### config.mk
export PLATFORM = sky130hd
export DESIGN_NAME = card_range_table_match
export DESIGN_NICKNAME = d
export VERILOG_FILES = /design/src/rtl/crtm_pkg.sv /design/src/rtl/crtm_ctrl.sv /design/src/rtl/crtm_dp.sv /design/src/rtl/card_range_table_match.sv
export VERILOG_INCLUDE_DIRS = /design/src /design/src/rtl
export SDC_FILE = /design/constraint.sdc
export NUM_CORES = 2
export LEC_CHECK = 0
export ABC_AREA = 1
export BUFFER_PORTS_ARGS = -buffer_cell sky130_fd_sc_hd__buf_2
export CORE_MARGIN = 3
export CORE_UTILIZATION = 52
export CTS_BUF_LIST = sky130_fd_sc_hd__clkbuf_2 sky130_fd_sc_hd__clkbuf_4 sky130_fd_sc_hd__clkbuf_8
export DETAILED_ROUTE_END_ITERATION = 10
export HOLD_SLACK_MARGIN = 0.03
export PLACE_DENSITY = 0.78
export RECOVER_POWER = 50
export SLEW_MARGIN = 15
export SYNTH_ARGS = -nofsm -noshare
export SYNTH_HDL_FRONTEND = slang
export SYNTH_SLANG_ARGS = --single-unit
export TNS_END_PERCENT = 1
### constraint.sdc
create_clock -name clk -period 12.89 [get_ports clk]
set_input_delay 0 -clock clk [delete_from_list [all_inputs] [get_ports clk]]
set_output_delay 0 -clock clk [all_outputs]
set_load 0.05 [all_outputs]
### src/rtl/assert_macros.svh
// ----------------------------------------------------------------------------
// Assertion macros
// Concurrent assertion wrappers clocked on clk, disabled while arst_n is low.
// ----------------------------------------------------------------------------
`ifndef ASSERT_MACROS_SVH
`define ASSERT_MACROS_SVH

`ifndef SYNTHESIS
`define ASSERT_PROP(lbl, prop, msg) \
	lbl: assert property (@(posedge clk) disable iff (!arst_n) prop) else $error(msg);
`define ASSERT_NEVER(lbl, cond, msg) \
	lbl: assert property (@(posedge clk) disable iff (!arst_n) !(cond)) else $error(msg);
`else
`define ASSERT_PROP(lbl, prop, msg)
`define ASSERT_NEVER(lbl, cond, msg)
`endif

`endif

### src/rtl/crtm_pkg.sv
// ----------------------------------------------------------------------------
// crtm_pkg
// Shared types and codes of the card range table match block.
// ----------------------------------------------------------------------------
package crtm_pkg;

	localparam logic [1:0] MODE_WRITE = 2'd0;
	localparam logic [1:0] MODE_MATCH = 2'd1;
	localparam logic [1:0] MODE_CHECK = 2'd2;

	localparam logic [3:0] NIB_END = 4'hF;
	localparam logic [4:0] MAX_DIGITS = 5'd20;

	typedef struct packed {
		logic [1:0]  mode;
		logic [3:0]  entry_index;
		logic [39:0] pan_lead;
		logic [39:0] pan_trail;
		logic [39:0] range_low;
		logic [39:0] range_high;
		logic [7:0]  length_bcd;
		logic [7:0]  range_id;
	} req_t;

	typedef struct packed {
		logic       found;
		logic [3:0] match_index;
		logic [7:0] match_id;
		logic [4:0] pan_length;
	} rsp_t;

	typedef struct packed {
		logic load;
		logic rd_scan;
		logic rd_id;
		logic take;
	} cmd_t;

	typedef struct packed {
		logic hit;
		logic id_ok;
	} status_t;

endpackage

### src/rtl/crtm_ctrl.sv
// ----------------------------------------------------------------------------
// crtm_ctrl
// Sequencer: accepts commands, steps the table scan, raises the result strobe.
// ----------------------------------------------------------------------------
`include "assert_macros.svh"

module crtm_ctrl #(
	parameter int TABLE_ENTRIES = 16,
	parameter int IW = 4
) (
	input  logic               clk,
	input  logic               arst_n,
	input  logic               start,
	input  logic [1:0]         mode,
	input  crtm_pkg::status_t  status,
	output crtm_pkg::cmd_t     cmd,
	output logic [IW-1:0]      scan_addr,
	output logic               busy,
	output logic               done
);

	typedef enum logic [1:0] {
		ST_IDLE,
		ST_SCAN,
		ST_ID_RD,
		ST_ID_TAKE
	} state_t;

	state_t        state_q;
	logic [IW-1:0] scan_q;
	logic          pend_q;
	logic          last_q;
	logic          done_q;
	logic          scan_stop;

	// data of the previous read sits in the datapath read register
	assign scan_stop = pend_q && (status.hit || last_q);

	always_comb begin
		cmd.load    = start && (state_q == ST_IDLE);
		cmd.rd_scan = (state_q == ST_SCAN) && !scan_stop;
		cmd.rd_id   = (state_q == ST_ID_RD) && status.id_ok;
		cmd.take    = ((state_q == ST_SCAN) && pend_q && status.hit) ||
		              (state_q == ST_ID_TAKE);
	end

	assign scan_addr = scan_q;
	assign busy      = (state_q != ST_IDLE);
	assign done      = done_q;

	always_ff @(posedge clk or negedge arst_n) begin
		if (!arst_n) begin
			state_q <= ST_IDLE;
			scan_q  <= '0;
			pend_q  <= 1'b0;
			last_q  <= 1'b0;
			done_q  <= 1'b0;
		end else begin
			done_q <= 1'b0;
			unique case (state_q)
				ST_IDLE: begin
					if (start) begin
						scan_q <= '0;
						pend_q <= 1'b0;
						last_q <= 1'b0;
						unique case (mode)
							crtm_pkg::MODE_MATCH: state_q <= ST_SCAN;
							crtm_pkg::MODE_CHECK: state_q <= ST_ID_RD;
							default:              done_q  <= 1'b1;
						endcase
					end
				end
				ST_SCAN: begin
					if (scan_stop) begin
						done_q  <= 1'b1;
						state_q <= ST_IDLE;
					end else begin
						pend_q <= 1'b1;
						last_q <= (scan_q == IW'(TABLE_ENTRIES - 1));
						scan_q <= scan_q + IW'(1);
					end
				end
				ST_ID_RD: begin
					if (status.id_ok) begin
						state_q <= ST_ID_TAKE;
					end else begin
						done_q  <= 1'b1;
						state_q <= ST_IDLE;
					end
				end
				ST_ID_TAKE: begin
					done_q  <= 1'b1;
					state_q <= ST_IDLE;
				end
			endcase
		end
	end

	`ASSERT_PROP(a_done_idle, done_q |-> !busy, "result strobe while busy")
	`ASSERT_PROP(a_accept_moves, (start && !busy) |=> (busy || done_q), "accepted transfer dropped")
	`ASSERT_NEVER(a_take_no_data, (state_q == ST_SCAN) && cmd.take && !pend_q, "take without read data")

endmodule

### src/rtl/crtm_dp.sv
// ----------------------------------------------------------------------------
// crtm_dp
// Datapath: range table memory, digit count, prefix and length compare,
// BCD id decode and result register.
// ----------------------------------------------------------------------------
module crtm_dp #(
	parameter int TABLE_ENTRIES = 16,
	parameter int PREFIX_BYTES = 5,
	parameter int IW = 4
) (
	input  logic               clk,
	input  logic               arst_n,
	input  crtm_pkg::req_t     req,
	input  crtm_pkg::cmd_t     cmd,
	input  logic [IW-1:0]      scan_addr,
	output crtm_pkg::status_t  status,
	output crtm_pkg::rsp_t     rsp
);

	localparam int PW = PREFIX_BYTES * 8;

	typedef struct packed {
		logic [39:0] low;
		logic [39:0] high;
		logic [7:0]  len;
		logic [7:0]  id;
	} entry_t;

	function automatic logic [7:0] bcd_to_bin(input logic [7:0] b);
		return 8'({4'd0, b[7:4]} * 8'd10) + {4'd0, b[3:0]};
	endfunction

	// nibble count up to the first end nibble
	function automatic logic [4:0] digit_count(input logic [79:0] card);
		logic [4:0] cnt;
		cnt = crtm_pkg::MAX_DIGITS;
		for (int j = 19; j >= 0; j--) begin
			if (card[79 - 4 * j -: 4] == crtm_pkg::NIB_END) begin
				cnt = 5'(j);
			end
		end
		return cnt;
	endfunction

	entry_t             mem_q [TABLE_ENTRIES];
	logic [TABLE_ENTRIES-1:0] valid_q;
	entry_t             rd_s1;
	logic               rd_vld_s1;
	logic [IW-1:0]      rd_addr_s1;
	logic [PW-1:0]      pref_q;
	logic [4:0]         plen_q;
	logic               id_ok_q;
	logic [IW-1:0]      id_addr_q;
	crtm_pkg::rsp_t     rsp_q;

	logic [79:0]        card;
	logic [4:0]         count;
	logic [7:0]         id_bin;
	logic               id_ok;
	logic               wr_en;
	logic [IW-1:0]      wr_addr;
	logic               rd_en;
	logic [IW-1:0]      rd_addr;
	entry_t             ent;
	logic               len_ok;
	logic               range_ok;

	assign card    = {req.pan_lead, req.pan_trail};
	assign count   = digit_count(card);
	assign id_bin  = bcd_to_bin(req.range_id);
	assign id_ok   = (id_bin != 8'd0) && (32'(id_bin) <= TABLE_ENTRIES);

	assign wr_en   = cmd.load && (req.mode == crtm_pkg::MODE_WRITE) &&
	                 (32'(req.entry_index) < TABLE_ENTRIES);
	assign wr_addr = IW'(req.entry_index);
	assign rd_en   = cmd.rd_scan || cmd.rd_id;
	assign rd_addr = cmd.rd_id ? id_addr_q : scan_addr;

	always_ff @(posedge clk) begin
		if (wr_en) begin
			mem_q[wr_addr] <= '{low: req.range_low, high: req.range_high,
			                    len: req.length_bcd, id: req.range_id};
		end
		if (rd_en) begin
			rd_s1      <= mem_q[rd_addr];
			rd_addr_s1 <= rd_addr;
		end
	end

	always_ff @(posedge clk or negedge arst_n) begin
		if (!arst_n) begin
			valid_q   <= '0;
			rd_vld_s1 <= 1'b0;
		end else begin
			if (wr_en) begin
				valid_q[wr_addr] <= 1'b1;
			end
			if (rd_en) begin
				rd_vld_s1 <= valid_q[rd_addr];
			end
		end
	end

	// never-written entries read as zero
	assign ent      = rd_vld_s1 ? rd_s1 : '0;
	assign len_ok   = (ent.len == 8'd0) || (bcd_to_bin(ent.len) == {3'd0, plen_q});
	assign range_ok = (pref_q >= PW'(ent.low)) && (pref_q <= PW'(ent.high));

	assign status.hit   = len_ok && range_ok;
	assign status.id_ok = id_ok_q;

	always_ff @(posedge clk) begin
		if (cmd.load) begin
			pref_q    <= card[79 -: PW];
			plen_q    <= count;
			id_ok_q   <= id_ok;
			id_addr_q <= IW'(id_bin - 8'd1);
			rsp_q     <= '{found: 1'b0, match_index: 4'd0, match_id: 8'd0,
			               pan_length: (req.mode == crtm_pkg::MODE_MATCH) ? count : 5'd0};
		end else if (cmd.take) begin
			rsp_q.found       <= 1'b1;
			rsp_q.match_index <= 4'(rd_addr_s1);
			rsp_q.match_id    <= ent.id;
		end
	end

	assign rsp = rsp_q;

endmodule

### src/rtl/card_range_table_match.sv
// ----------------------------------------------------------------------------
// card_range_table_match
// Card range table: entry write, BCD card number range match, BCD id check.
// ----------------------------------------------------------------------------
// A command transfer is taken when start is high and busy is low; its result
// shows on rsp for exactly one cycle with done high, and must be taken then.
// A table write or an unused mode gives its result in the cycle after the
// transfer; an id check reads the entry its id names (none if out of range).
// A card match reads the table through its single read port one entry per
// cycle and stops at the first entry that hits (the lowest index), or after
// the last entry when none hits. busy drops in the cycle the result is
// shown, so the next command may be taken then.
// ----------------------------------------------------------------------------
module card_range_table_match #(
	parameter int TABLE_ENTRIES = 16,
	parameter int PREFIX_BYTES = 5
) (
	input  logic            clk,
	input  logic            arst_n,
	input  logic            start,
	output logic            busy,
	input  crtm_pkg::req_t  req,
	output logic            done,
	output crtm_pkg::rsp_t  rsp
);

	localparam int IW = (TABLE_ENTRIES > 1) ? $clog2(TABLE_ENTRIES) : 1;

	crtm_pkg::cmd_t    cmd;
	crtm_pkg::status_t status;
	logic [IW-1:0]     scan_addr;

	crtm_ctrl #(
		.TABLE_ENTRIES(TABLE_ENTRIES),
		.IW(IW)
	) u_ctrl (
		.clk(clk),
		.arst_n(arst_n),
		.start(start),
		.mode(req.mode),
		.status(status),
		.cmd(cmd),
		.scan_addr(scan_addr),
		.busy(busy),
		.done(done)
	);

	crtm_dp #(
		.TABLE_ENTRIES(TABLE_ENTRIES),
		.PREFIX_BYTES(PREFIX_BYTES),
		.IW(IW)
	) u_dp (
		.clk(clk),
		.arst_n(arst_n),
		.req(req),
		.cmd(cmd),
		.scan_addr(scan_addr),
		.status(status),
		.rsp(rsp)
	);

endmodule
==> impl_metrics.csv <==
group,metric,value,unit
synthesis,synth_area_per_cell,13.8,sq um
floorplan,std_cell_rows,132,
clocking,clock_sinks,1730,
critical_path,crit_fanout,98,
pwr,p_seq_share,42.4,%
critical_path,cp.arrival,6.23,ns
global_route,antenna_found_initial,22,
routing,routed-via-count,46100,
clocking,cts_htree_levels,5,
placed_design,place_congestion,0.866,
routing,drt-pass1-iter-count,9,
floorplan,die_h,369,microns
floorplan,core-area,130000,sq um
timing,slew_headroom,-148,%
timing,hold_violations,0,
synthesis,synth_edf_count,1691,
critical_path,cp.required,13.45,ns
finish,drive_gt1_share,11.3,%
timing,slew_viol_final,93,
timing,worst-slew-pin-transition,3.72,ns
finish,fin_cells,7450,
timing,min_period,5.67,ns
critical_path,critical-path-max-stage-delay,1.08,ns
synthesis,seq_area_frac_synth,75.3,%
floorplan,die_w,369,microns
pwr,p_int,0.0105,W
pwr,powerDensity,204,nW/um^2
global_route,grt_pass1_wl,275,mm
routing,drc,0,
run_status,outcome,"finished with violations",
critical_path,critPathKind,"flop to flop",
timing,skew,0.0826,ns
clocking,hold_buffers,314,
floorplan,io_pins,205,
critical_path,path_delay_family,"simple AND/OR/NAND/NOR gates",
synthesis,yosys_most_used_dff,"edfxtp_1",
critical_path,crit_slowest_cell,"dfrtp_4",
routing,wl_per_cell,24.9,microns
synthesis,netlist_instances,4970,
synthesis,syn-num-nets,5256,
clocking,clk_latency,0.98,ns
floorplan,start_util,52.7,%
synthesis,ys_types,42,
pwr,switching_share,35.2,%
global_route,grt_usage,26.8,%
timing,setup-tns-final,0,ns
synthesis,synth_warnings,0,
synthesis,synth_area,68700,sq um
critical_path,cp-start-kind,"flop",
synthesis,synth_seq_cells,1730,
critical_path,path_cells,"nand2_1, nor2_1, inv_1, nand2_1, inv_1, ha_1, inv_1, fa_1, nor2_1, nand2_1, o31ai_1, nor2_1, nand4_1, nand2_2, nand4_1, nand2_1, nand2_4, buf_4",
timing,max_freq,176,MHz
clocking,postCtsSetupBuffers,0,
clocking,cts_resized,0,
run,max_cap_violations,2,
routing,routed_wl,186,mm
placed_design,dp_cells,6638,
global_route,overflow,0,
pwr,pwr-share-comb,29.1,%
routing,avgViaCountPerCell,6.19,
floorplan,fp.dieArea,136000,sq um
clocking,cts_tree,"done",
finish,nets,5788,
clocking,clk_pin_slew,0.06,ns
timing,setup_violations,0,
clocking,cts_buffer_depth,4,
pwr,net-switching-power,0.00570,W
finish,final_cell_mix,"edfxtp_1, nor2_1, o21ai_0",
min_path,min_path_type,"input port to flop",
critical_path,reg2reg_slack,7.22,ns
pwr,p_leak,26.3,nW
clocking,cts.root.buffer_cell,"clkbuf_8",
pwr,peakVddDrop,223,uV
synthesis,synthArstFlopShare,1.50,%
critical_path,path_buf_inv,4,
timing,rsz0062_at_grt,"no",
routing,drt_iter0_drc,6524,
finish,syn_to_final_growth,15.8,%
global_route,grt_pass1_vias,44400,
run_status,violations,"max-capacitance violations, max-slew violations",
timing,period_share,44.0,%
critical_path,crit_top_cell,"nand2_1",
clocking,cts_buffers,289,
placed_design,dp_hpwl,92.6,mm
global_route,grt_max_degree,193,
pwr,pwr-share-clk,28.5,%
placed_design,numPortBuffers,204,
critical_path,setup.worst_path.end_class,"flop",
finish,final_common_cell,"edfxtp_1",
routing,antenna_left,0,
==> kinds of logic (layout without fill, tap and decap cells) <==
group                    count (synthesis)  in the layout  synth area share, %
XOR/XNOR                                17             17                0.217
AND/OR/NAND/NOR                       1350           1350                 7.89
buffers and inverters                  395           1117                 2.51
flip-flops                            1730           1730                 75.3
AO/OA/AOI/OAI                         1377           1377                 12.2
other                                    0             16                    0
adder cells (fa/ha/maj)                101            101                 1.87
==> power by group through the flow <==
stage               logic, W  clock network (W)  registers (W)
floorplan            0.00312                  0        0.00691
global placement     0.00436                  0        0.00697
detailed placement   0.00452                  0        0.00696
CTS                  0.00463            0.00466        0.00685
global route         0.00513            0.00491        0.00688
finish               0.00470            0.00462        0.00686
==> cells in the mapped netlist, types with 10 or more instances <==
| master | instances | area (sq um) |
|---|---|---|
| edfxtp_1 | 1691 | 50800 |
| nor2_1 | 844 | 3170 |
| o21ai_0 | 629 | 3150 |
| nand2_1 | 323 | 1210 |
| o221ai_1 | 277 | 2430 |
| o21ai_1 | 168 | 841 |
| clkbuf_1 | 166 | 623 |
| buf_2 | 145 | 726 |
| o211ai_1 | 118 | 886 |
| o22ai_1 | 115 | 719 |
| nand3_1 | 105 | 526 |
| ha_1 | 98 | 1230 |
| a21oi_1 | 57 | 285 |
| inv_1 | 55 | 206 |
| nand4_1 | 36 | 225 |
| dfrtp_1 | 26 | 651 |
| or2_2 | 19 | 119 |
| dfxtp_1 | 13 | 260 |
| buf_4 | 12 | 90.1 |
| xor2_1 | 10 | 87.6 |
==> worst paths after layout <==
check	startpoint	end	cells after the start
setup / recovery	u_dp.rd_vld_s1	u_dp.rd_addr_s1[1]	18
hold / removal	req[180]	u_dp.rsp[1]	5
setup reg to reg	u_dp.rd_vld_s1	u_dp.rd_addr_s1[1]	18
hold reg to reg	u_dp.valid_q[13]	u_dp.valid_q[13]	1
max in group asynchronous	arst_n	u_dp.rd_vld_s1	5
min in group asynchronous	arst_n	u_ctrl.state_q[0]	5
==> metal layers <==
layer / global-route usage, % / share of wire (%) / up-vias
met5: 0 / 0.047 / -
li1: - / - / 20000
met4: 10.5 / 3.4 / 10
met1: 37.4 / 38 / 22500
met3: 7.12 / 13 / 467
met2: 40.4 / 46 / 3089
==> flip-flops by register name, indices dropped and copies added (netlist names) <==
register,count
u_dp.rd_vld_s1,1
u_ctrl.done,1
u_dp.mem_q,1536
u_ctrl.scan_addr,4
u_dp.plen_q,5
u_ctrl.state_q,2
u_dp.pref_q,40
u_ctrl.last_q,1
u_ctrl.pend_q,1
u_dp.id_ok_q,1
u_dp.id_addr_q,4
u_dp.rd_s1,96
u_dp.rsp,18
u_dp.rd_addr_s1,4
u_dp.valid_q,16
==> cell type report <==
class                           instances  area (sq um)
Timing Repair Buffer                  576          4610
Tap cell                             1742          2180
Inverter                               60           255
Clock buffer                          391          4810
Fill cell                            9387         50800
Sequential cell                      1730         51700
Clock inverter                         90           581
Multi-Input combinational cell       2845         15400
Antenna cell                           16          40.0
==> metrics by stage <==
stage | util, % | hold slack [ns] | area, sq um | setup WS [ns] | total power [W]
CTS | 61.1 | 0.0330 | 79700 | 7.28 | 0.0161
global placement | 54.6 | 0.0526 | 71100 | 7.40 | 0.0113
detailed placement | 54.6 | 0.0685 | 71100 | 7.35 | 0.0115
global route | 61.0 | 0.183 | 79500 | 6.75 | 0.0169
floorplan | - | -0.296 | 68700 | 6.84 | 0.0100
finish | 61.0 | 0.159 | 79600 | 7.22 | 0.0162
==> worst min-delay path, stage by stage <==
cell and delay [ns]:
dlygate4sd3_1 0.53, buf_2 0.12, ha_1 0.14, inv_1 0.09, nor2_1 0.11
Power figures use the tool's default switching activity.
